### src/rtl/lprd_pkg.sv
// Package for the length-prefixed record deframer.
// Holds the request and result struct types, phase, kind and status codes.
// No dependencies.
`timescale 1ns / 1ps

package lprd_pkg;

    localparam logic [31:0] MAX_COUNT_RESET = 32'd1000000;

    typedef enum logic [2:0] {
        PH_COUNT   = 3'd0,
        PH_PATHLEN = 3'd1,
        PH_PATH    = 3'd2,
        PH_CONTLEN = 3'd3,
        PH_CONTENT = 3'd4,
        PH_DONE    = 3'd5,
        PH_ERROR   = 3'd6
    } t_phase;

    typedef enum logic [1:0] {
        KIND_HEADER  = 2'd0,
        KIND_PATH    = 2'd1,
        KIND_CONTENT = 2'd2,
        KIND_STATUS  = 2'd3
    } t_kind;

    typedef enum logic [1:0] {
        ST_OK        = 2'd0,
        ST_TRUNCATED = 2'd1,
        ST_BAD_COUNT = 2'd2,
        ST_UNUSED    = 2'd3
    } t_status;

    typedef struct packed {
        logic [7:0] data_byte;
        logic       end_of_stream;
    } t_in;

    typedef struct packed {
        t_kind       kind;
        logic [7:0]  out_byte;
        logic [31:0] record_index;
        logic [15:0] path_length;
        logic [63:0] content_length;
        logic        field_end;
        t_status     status;
        logic        last;
    } t_out;

    // Results produced by one request, handed to the result queue.
    typedef struct packed {
        logic [1:0] count;
        t_out       first;
        t_out       second;
    } t_push;

endpackage

### src/rtl/length_prefixed_record_deframer.sv
// Length-prefixed record deframer: one archive byte per cycle unless stalled, results one per cycle unless stalled.
// A result is registered in the result queue when its request is accepted.
// Throughput: one request per cycle while not stalled; an end-of-stream request yields up to two results.
// Requests stall while the four-entry result queue lacks room for two results.
// Synchronous active-low reset clears the parser and the queue and sets the count limit to 1000000.
// Depends on lprd_pkg, lprd_parser and lprd_outq.
`timescale 1ns / 1ps

module length_prefixed_record_deframer
    import lprd_pkg::*;
(
    input  logic        i_clk,
    input  logic        i_rst_n,
    input  logic        i_in_valid,
    input  t_in         i_in_data,
    output logic        o_in_stall,
    output logic        o_out_valid,
    output t_out        o_out_data,
    input  logic        i_out_stall,
    input  logic        psel,
    input  logic        penable,
    input  logic        pwrite,
    input  logic [2:0]  paddr,
    input  logic [31:0] pwdata,
    output logic [31:0] prdata,
    output logic        pready
);

    logic [31:0] r_max_count;
    logic        room;
    logic        fire;
    t_push       push;

    assign pready     = 1'b1;
    assign o_in_stall = !room;
    assign fire       = i_in_valid && room;
    assign prdata     = (paddr[2] == 1'b0) ? r_max_count : 32'd0;

    always_ff @(posedge i_clk) begin
        if (!i_rst_n) begin
            r_max_count <= MAX_COUNT_RESET;
        end else if (psel && penable && pwrite && paddr[2] == 1'b0) begin
            r_max_count <= pwdata;
        end
    end

    lprd_parser u_parser (
        .i_clk       (i_clk),
        .i_rst_n     (i_rst_n),
        .i_max_count (r_max_count),
        .i_fire      (fire),
        .i_item      (i_in_data),
        .o_push      (push)
    );

    lprd_outq u_outq (
        .i_clk   (i_clk),
        .i_rst_n (i_rst_n),
        .i_push  (push),
        .o_room  (room),
        .o_valid (o_out_valid),
        .o_data  (o_out_data),
        .i_stall (i_out_stall)
    );

endmodule

### src/rtl/lprd_parser.sv
// Parser state machine of the record deframer: one request per cycle while its fire input is high.
// Produces up to two results per request. Depends on lprd_pkg.
`timescale 1ns / 1ps

module lprd_parser
    import lprd_pkg::*;
(
    input  logic        i_clk,
    input  logic        i_rst_n,
    input  logic [31:0] i_max_count,
    input  logic        i_fire,
    input  t_in         i_item,
    output t_push       o_push
);

    t_phase      r_phase,  n_phase;
    logic [2:0]  r_cnt,    n_cnt;
    logic [63:0] r_shift,  n_shift;
    logic [31:0] r_total,  n_total;
    logic [31:0] r_cur,    n_cur;
    logic [63:0] r_left,   n_left;
    logic [15:0] r_plen,   n_plen;
    logic        r_err,    n_err;

    logic [63:0] shift_in;
    logic [63:0] left_dec;
    logic [31:0] cur_inc;
    logic        item_v;
    t_out        item_res;
    t_out        stat_res;
    logic [7:0]  b;

    always_ff @(posedge i_clk) begin
        if (!i_rst_n) begin
            r_phase <= PH_COUNT;
            r_cnt   <= '0;
            r_shift <= '0;
            r_total <= '0;
            r_cur   <= '0;
            r_left  <= '0;
            r_plen  <= '0;
            r_err   <= 1'b0;
        end else if (i_fire) begin
            r_phase <= n_phase;
            r_cnt   <= n_cnt;
            r_shift <= n_shift;
            r_total <= n_total;
            r_cur   <= n_cur;
            r_left  <= n_left;
            r_plen  <= n_plen;
            r_err   <= n_err;
        end
    end

    always_comb begin
        b        = i_item.data_byte;
        shift_in = r_shift;
        for (int i = 0; i < 8; i++) begin
            if (r_cnt == 3'(i)) begin
                shift_in[8*i +: 8] = r_shift[8*i +: 8] | b;
            end
        end
        left_dec = r_left - 64'd1;
        cur_inc  = r_cur + 32'd1;

        n_phase  = r_phase;
        n_cnt    = r_cnt;
        n_shift  = r_shift;
        n_total  = r_total;
        n_cur    = r_cur;
        n_left   = r_left;
        n_plen   = r_plen;
        n_err    = r_err;
        item_v   = 1'b0;
        item_res = '0;

        case (r_phase)
            PH_COUNT: begin
                if (r_cnt == 3'd3) begin
                    n_total = shift_in[31:0];
                    n_shift = '0;
                    n_cnt   = '0;
                    if (shift_in[31:0] > i_max_count) begin
                        n_err   = 1'b1;
                        n_phase = PH_ERROR;
                    end else begin
                        n_phase = (shift_in[31:0] == 32'd0) ? PH_DONE : PH_PATHLEN;
                    end
                end else begin
                    n_shift = shift_in;
                    n_cnt   = r_cnt + 3'd1;
                end
            end
            PH_PATHLEN: begin
                if (r_cnt == 3'd1) begin
                    n_plen  = shift_in[15:0];
                    n_left  = {48'd0, shift_in[15:0]};
                    n_shift = '0;
                    n_cnt   = '0;
                    n_phase = (shift_in[15:0] != 16'd0) ? PH_PATH : PH_CONTLEN;
                end else begin
                    n_shift = shift_in;
                    n_cnt   = r_cnt + 3'd1;
                end
            end
            PH_PATH: begin
                item_v                = 1'b1;
                item_res.kind         = KIND_PATH;
                item_res.out_byte     = b;
                item_res.record_index = r_cur;
                item_res.field_end    = (r_left == 64'd1);
                n_left                = left_dec;
                if (left_dec == 64'd0) begin
                    n_phase = PH_CONTLEN;
                end
            end
            PH_CONTLEN: begin
                if (r_cnt == 3'd7) begin
                    // The eighth byte completes the content length.
                    n_left                  = shift_in;
                    n_shift                 = '0;
                    n_cnt                   = '0;
                    item_v                  = 1'b1;
                    item_res.kind           = KIND_HEADER;
                    item_res.record_index   = r_cur;
                    item_res.path_length    = r_plen;
                    item_res.content_length = shift_in;
                    if (shift_in == 64'd0) begin
                        n_cur   = cur_inc;
                        n_phase = (cur_inc == r_total) ? PH_DONE : PH_PATHLEN;
                    end else begin
                        n_phase = PH_CONTENT;
                    end
                end else begin
                    n_shift = shift_in;
                    n_cnt   = r_cnt + 3'd1;
                end
            end
            PH_CONTENT: begin
                item_v                = 1'b1;
                item_res.kind         = KIND_CONTENT;
                item_res.out_byte     = b;
                item_res.record_index = r_cur;
                item_res.field_end    = (r_left == 64'd1);
                n_left                = left_dec;
                if (left_dec == 64'd0) begin
                    n_cur   = cur_inc;
                    n_phase = (cur_inc == r_total) ? PH_DONE : PH_PATHLEN;
                end
            end
            default: begin
            end
        endcase

        stat_res              = '0;
        stat_res.kind         = KIND_STATUS;
        stat_res.record_index = n_cur;
        stat_res.last         = 1'b1;
        if (n_err) begin
            stat_res.status = ST_BAD_COUNT;
        end else if (n_phase == PH_DONE) begin
            stat_res.status = ST_OK;
        end else begin
            stat_res.status = ST_TRUNCATED;
        end
        item_res.last = !i_item.end_of_stream;

        // End of stream returns the parser to its reset state.
        if (i_item.end_of_stream) begin
            n_phase = PH_COUNT;
            n_cnt   = '0;
            n_shift = '0;
            n_total = '0;
            n_cur   = '0;
            n_left  = '0;
            n_plen  = '0;
            n_err   = 1'b0;
        end

        o_push = '0;
        if (item_v) begin
            o_push.first  = item_res;
            o_push.second = stat_res;
            o_push.count  = i_item.end_of_stream ? 2'd2 : 2'd1;
        end else begin
            o_push.first  = stat_res;
            o_push.count  = i_item.end_of_stream ? 2'd1 : 2'd0;
        end
        if (!i_fire) begin
            o_push.count = 2'd0;
        end
    end

endmodule

### src/rtl/lprd_outq.sv
// Four-entry result queue of the record deframer.
// Takes up to two results per cycle, delivers one per cycle unless stalled. Depends on lprd_pkg.
`timescale 1ns / 1ps

module lprd_outq
    import lprd_pkg::*;
(
    input  logic  i_clk,
    input  logic  i_rst_n,
    input  t_push i_push,
    output logic  o_room,
    output logic  o_valid,
    output t_out  o_data,
    input  logic  i_stall
);

    t_out       r_mem [4];
    logic [1:0] r_wr, n_wr;
    logic [1:0] r_rd, n_rd;
    logic [2:0] r_cnt, n_cnt;
    logic       pop;
    logic [1:0] wr_next;

    assign o_valid = (r_cnt != 3'd0);
    assign o_data  = r_mem[r_rd];
    // Room for the two results an end-of-stream request can produce.
    assign o_room  = (r_cnt <= 3'd2);
    assign pop     = o_valid && !i_stall;
    assign wr_next = r_wr + 2'd1;

    always_comb begin
        n_wr  = r_wr + i_push.count;
        n_rd  = pop ? r_rd + 2'd1 : r_rd;
        n_cnt = r_cnt + {1'b0, i_push.count} - {2'b00, pop};
    end

    always_ff @(posedge i_clk) begin
        if (!i_rst_n) begin
            r_wr  <= '0;
            r_rd  <= '0;
            r_cnt <= '0;
        end else begin
            r_wr  <= n_wr;
            r_rd  <= n_rd;
            r_cnt <= n_cnt;
        end
    end

    always_ff @(posedge i_clk) begin
        if (i_push.count != 2'd0) begin
            r_mem[r_wr] <= i_push.first;
        end
        if (i_push.count == 2'd2) begin
            r_mem[wr_next] <= i_push.second;
        end
    end

endmodule
### config.mk
export PLATFORM = sky130hd
export DESIGN_NAME = length_prefixed_record_deframer
export DESIGN_NICKNAME = d
export VERILOG_FILES = /design/src/rtl/lprd_pkg.sv /design/src/rtl/length_prefixed_record_deframer.sv /design/src/rtl/lprd_parser.sv /design/src/rtl/lprd_outq.sv
export SDC_FILE = /design/constraint.sdc
export NUM_CORES = 2
export LEC_CHECK = 0
export BUFFER_PORTS_ARGS = -buffer_cell sky130_fd_sc_hd__clkbuf_2
export CORE_MARGIN = 10
export CORE_UTILIZATION = 43
export CTS_BUF_LIST = sky130_fd_sc_hd__clkbuf_8
export CTS_CLUSTER_DIAMETER = 100
export DETAILED_ROUTE_END_ITERATION = 8
export PLACE_DENSITY_LB_ADDON = 0.15
export SETUP_SLACK_MARGIN = 0.15
export SYNTH_ARGS = -nofsm -noshare
export SYNTH_HDL_FRONTEND = slang
export SYNTH_SLANG_ARGS = --single-unit
### constraint.sdc
create_clock -name i_clk -period 5.4 [get_ports i_clk]
set_clock_uncertainty 0.15 [all_clocks]
set_input_delay 0.81 -clock i_clk [delete_from_list [all_inputs] [get_ports i_clk]]
set_output_delay 0.81 -clock i_clk [all_outputs]
set_load 0.005 [all_outputs]
======== Word level (Yosys, flattened, before mapping) ========
Memories as Yosys holds them, arrays and structs flattened. A register that Yosys moved wholly into a read port is not among the register bits.
Index checks and enable logic that the tools add are counted.
word-level totals
  bits in latches ......................... 0
  register bits ........................... 254
  output and inout port bits .............. 161
  memory bits (writable) .................. 504
  bits of input ports ..................... 51
  memories kept ........................... 1
  word-level logic and storage cells ...... 147
  memory bits (read-only) ................. 0
cells by class
  reductions and logical operators ........ 27
  bitwise logic cells ..................... 9
  $mul .................................... 0
  $lt $le $gt $ge ......................... 2
  shift-type cells ........................ 0
  mux-type cells .......................... 71
  add/subtract/negate cells ............... 8
  eq/ne operators ......................... 17
  divide/modulo/power cells ............... 0
memories
  memory        words  bits a word  rd ports  clocked after Yosys merged registers in  wr ports  RTL line         text
  u_outq.r_mem  4      126          1         1                                        2         lprd_outq.sv:17  t_out r_mem [4];
operators by type and width
  cell                   number
  $mux 64                7
  $pmux 64 s3            2
  $mux 32                8
  $logic_not 64->1       2
  $mux 128               1
  $pmux 32 s2            2
  $mux 126               1
  $mux 112               1
  $mux 80                1
  $mux 8                 9
  $eq 64x1->1 const B    1
  $or 8x8->8             8
  $sub 64x1->64 const B  1
  $mux 16                3
  $mux 3                 14
  $add 32x1->32 const B  1
  $eq 32x32->1           1
  $gt 32x32->1           1
  $logic_not 32->1       1
  $eq 3x3->1 const B     6
  $reduce_bool 16->1     1
  $pmux 3 s5             1
  $mux 1                 13
  $eq 3x2->1 const B     4
  24 further kinds       44

======== Longest topological paths before layout ========
  depth after elaboration ................. 15
  mapped depth ............................ 19
  depth with buffers taken out ............ 17

======== Cells and area by module ========
A second synthesis with hierarchy kept.
second synthesis, totals
  cells, all modules ...................... 3604
  area, all modules ....................... 41720.0 µm²
modules (own cells, without submodules)
  module                           sequential area each (µm²)  times used  area an instance (µm²)  cells an instance
  lprd_outq                        15314.7                     1           24582.3                 1271
  lprd_parser                      4304.1                      1           15554.9                 2154
  length_prefixed_record_deframer  640.6                       1           1582.8                  179

======== Worst setup path before layout ========
OpenSTA, ideal clock, no wires.
  path type ............................... register to register
  start ................................... register u_parser.r_phase[2]
  end ..................................... memory u_outq.r_mem[1][0] (netlist name) (enable)
  setup time .............................. 0.511 ns
  slack ................................... 0.343 ns
  arrival ................................. 4.396 ns
  cell stages (with the launch flop) ...... 17
  period minus slack after synthesis ...... 5.057 ns
  data required time ...................... 4.739 ns
  buffers on the path ..................... 7
  path through ............................ dfxtp_1 > clkbuf_1 > nand2b_1 > clkbuf_1 > nor2_1 > and2_1 > clkbuf_1 > nor2_1 > clkinv_1 > ha_1 > clkbuf_1 > o21ai_1 > or2_2 > clkbuf_1 > clkbuf_1 > clkbuf_1 > nand2_1
RTL lines
  element                   RTL line           text
  start: declaration        lprd_parser.sv:16  t_phase r_phase, n_phase;
  start signal: assignment  lprd_parser.sv:44  r_phase <= n_phase;
  end: declaration          lprd_outq.sv:17

==> flow_metrics.env <==
export IMPL_wl_met2_um=62500
export IMPL_cts_buffers=137
export IMPL_holdCritPathClass="input port to flip-flop"
export IMPL_synth_edf_count=148
export IMPL_clock_sinks=760
export IMPL_rsz0062_at_grt="no"
export IMPL_reg2reg_slack_ps=530
export IMPL_rr_endpoint="u_outq.r_mem[1][86]"
export IMPL_viasPerCell=5.96
export IMPL_yosysSeqAreaShare_pct=43.5
export IMPL_power_frac_seq_pct=45.8
export IMPL_hold_path_cell_count=3
export IMPL_synth_most_common_cell="nand2_1"
export IMPL_p_int_mw=9.35
export IMPL_path_cells="nor4_2, nand3_1, or3_1, buf_4, nor3_1, xnor2_1, nand4_1, nor4_2, buf_4, a41o_4, buf_4, nand2_1, o31ai_1"
export IMPL_antenna_found_initial=8
export IMPL_postCtsSetupRepairBufs=0
export IMPL_drc=0
export IMPL_highest_layer="met5"
export IMPL_synthFlopType="dfxtp_1"
export IMPL_avgRoutedWirePerCell_um=23.4
export IMPL_syn_area_um2=38400
export IMPL_track_usage_pct=25.8
export IMPL_antenna_left=0
export IMPL_setup_violations=0
export IMPL_rows=109
export IMPL_drive_gt1_share_pct=15.4
export IMPL_arrival_ps=5330
export IMPL_met3RoutedLength_um=10700
export IMPL_worstSetupStartpointType="flip-flop"
export IMPL_p_comb_share_pct=13.1
export IMPL_holdPathEnd="r_max_count[27]"
export IMPL_critical_path_endpoint_type="flip-flop"
export IMPL_netlist_top_cells_area="dfxtp_1 (32%), edfxtp_1 (12%), nand2_1 (7.6%)"
export IMPL_cts_buffer_depth=3
export IMPL_path_buf_inv=3
export IMPL_clockPowerShare_pct=41.1
export IMPL_path_delay_family="simple AND/OR/NAND/NOR gates"
export IMPL_cap_violations=0
export IMPL_finalCriticalPeriod_ps=4870
export IMPL_ys_seq_elements=760
export IMPL_first_global_vias=32500
export IMPL_final_cells=5844
export IMPL_gp_congestion=0.933
export IMPL_worst_path_max_fanout=20
export IMPL_overflow=0
export IMPL_hold_start="pwdata[27]"
export IMPL_clk_latency_ps=820
export IMPL_ir_worst_vdd_mv=0.267
export IMPL_initial_core_util_pct=43.4
export IMPL_ioPinCount=212
export IMPL_swShare_pct=28.4
export IMPL_syn_num_nets=4604
export IMPL_required_ps=5860
export IMPL_cts_root_buf="clkbuf_8"
export IMPL_grt_max_degree=95
export IMPL_drv_slew=0
export IMPL_p_sw_mw=3.71
export IMPL_maxSlewHeadroom_pct=12.8
export IMPL_synthArstFlopShare_pct=0
export IMPL_synth_top_cell_area_share_pct=31.9
export IMPL_max_freq_ghz=0.205
export IMPL_post_place_cells=5598
export IMPL_area_growth_pct=13.0
export IMPL_crit_type="flip-flop to flip-flop"
export IMPL_worst_slew_pin_slew_ps=1300
export IMPL_drt_iter0_drc=3437
export IMPL_htreeDepth=4
export IMPL_clkTransAtPathRegs_ps=60
export IMPL_yosysWarnings=0
export IMPL_synthCells=4504
export IMPL_critPathMaxStageDelay_ps=600
export IMPL_die_h_um=319
export IMPL_layout_nets=4672
export IMPL_cp_slowest_cell="or3_1"
export IMPL_grt_pass1_wl_um=207000
export IMPL_power_leakage_nw=15.8
export IMPL_finalCritPeriodShare_pct=90.2
export IMPL_synthTopCellsByCount="nand2_1 (776), dfxtp_1 (612), a21oi_1 (571)"
export IMPL_ys_types=78
export IMPL_vias=34800
export IMPL_port_buffers=208
export IMPL_critPathMostFrequentCell="buf_4"
export IMPL_rr_worst_depth=13
export IMPL_finalSetupTns_ps=0
export IMPL_cts_tree="built"
export IMPL_die_w_um=319
export IMPL_dp_hpwl_um=87100
export IMPL_power_density_nw_per_um2=301
export IMPL_report_final_hold_viol_count=0
export IMPL_r2r_start="u_parser.r_left[0]"
export IMPL_first_pass_iters=7
export IMPL_cts_resized=0
export IMPL_core_area_um2=88500
export IMPL_outcome="completed"
export IMPL_wl_met1_um=58900
export IMPL_yosysTopAreaCell="dfxtp_1"
export IMPL_die_area_um2=102000
export IMPL_totalWireLength_um=137000
export IMPL_synth_area_per_cell_um2=8.52
export IMPL_postCtsHoldBufs=0
-- cell type report --
class                           count  area [um2]
Fill cell                        8679       45100
Multi-Input combinational cell   3264       19900
Sequential cell                   760       16700
Timing Repair Buffer              338        2310
Clock buffer                      163        2240
Tap cell                         1165        1460
Clock inverter                     80         444
Inverter                           71         267
Antenna cell                        3        7.51
-- through the flow --
| stage | setup WS (ps) | utilization (%) | hold slack (ps) | power, mW | area, um2 |
|---|---|---|---|---|---|
| finish | 530 | 49.0 | 93.2 | 13.1 | 43400 |
| global route | 287 | 49.0 | 73.2 | 13.6 | 43400 |
| CTS | 596 | 49.0 | 38.8 | 13.2 | 43400 |
| detailed placement | 513 | 46.0 | 293 | 7.83 | 40700 |
| global placement | 607 | 46.0 | 289 | 7.82 | 40700 |
| floorplan | 343 | - | 283 | 7.09 | 38400 |
-- power groups by stage --
| stage | clock network [mW] | logic [mW] | registers (mW) |
|---|---|---|---|
| 5_1_grt | 5.73 | 1.83 | 6.00 |
| 4_1_cts | 5.46 | 1.72 | 5.98 |
| 2_1_floorplan | 0 | 1.10 | 5.99 |
| 6_report | 5.37 | 1.71 | 5.98 |
| 3_5_place_dp | 0 | 1.72 | 6.10 |
| 3_3_place_gp | 0 | 1.72 | 6.10 |
-- registers in the layout, summed over array words and instances, names as in the netlist, named ones only --
signal / cells
u_outq.r_mem: 504
u_parser.r_left: 64
u_parser.r_shift: 64
r_max_count: 32
u_parser.r_cur: 32
u_parser.r_total: 32
u_parser.r_plen: 16
u_outq.r_cnt: 3
u_parser.r_cnt: 3
u_parser.r_phase: 3
u_outq.r_rd: 2
u_outq.r_wr: 2
u_parser.r_err: 1
-- layer usage --
metal | track usage (%) | vias up
li1 | - | 16200
met2 | 40.4 | 1441
met5 | 0 | -
met1 | 35.0 | 16900
met3 | 4.76 | 251
met4 | 9.84 | 8
-- tightest hold or removal path, stage by stage --
cell      delay [ps]
clkbuf_2          80
nand2_1           40
a21boi_0          60
-- placed cells by master (no fill, tap or decap), types with 47 or more instances in the layout --
cell and n:
nor2_1 292, clkbuf_8 163, nor2b_1 149, a22oi_1 140, nor3_1 70, edfxtp_1 148, nand3_1 165, nor4_1 47
o31ai_1 109, buf_4 108, clkbuf_2 207, a21oi_1 571, mux4_2 126, dfxtp_1 610, xnor2_1 61, nand2_1 765
ha_1 48, o21ai_0 211, inv_1 117
-- worst max path at each step --
| stage | from | endpoint | cells past startpoint |
|---|---|---|---|
| 2_1_floorplan | u_parser.r_phase[2] | u_outq.r_mem[1][0] | 16 |
| 3_3_place_gp | u_parser.r_left[0] | u_outq.r_mem[1][86] | 13 |
| 3_5_place_dp | i_in_data[7] | u_outq.r_mem[2][1] | 13 |
| 5_1_grt | u_parser.r_cnt[0] | u_outq.r_mem[2][1] | 13 |
| 6_report | u_parser.r_left[0] | u_outq.r_mem[1][86] | 13 |
| 4_1_cts | u_parser.r_left[0] | u_outq.r_mem[0][98] | 13 |
-- cells by family (layout without fill, tap and decap cells) --
logic type	after synthesis	after routing	synth area share (%)
flops	760	760	43.5
xor+xnor	96	96	2.19
mux	135	135	7.63
compound gates	1249	1249	19.1
other cells	1	4	0.00977
simple gates	1734	1734	21.0
fa+ha+maj	49	49	1.62
buf+inv	480	652	4.90
Power figures use the tool's default switching activity.
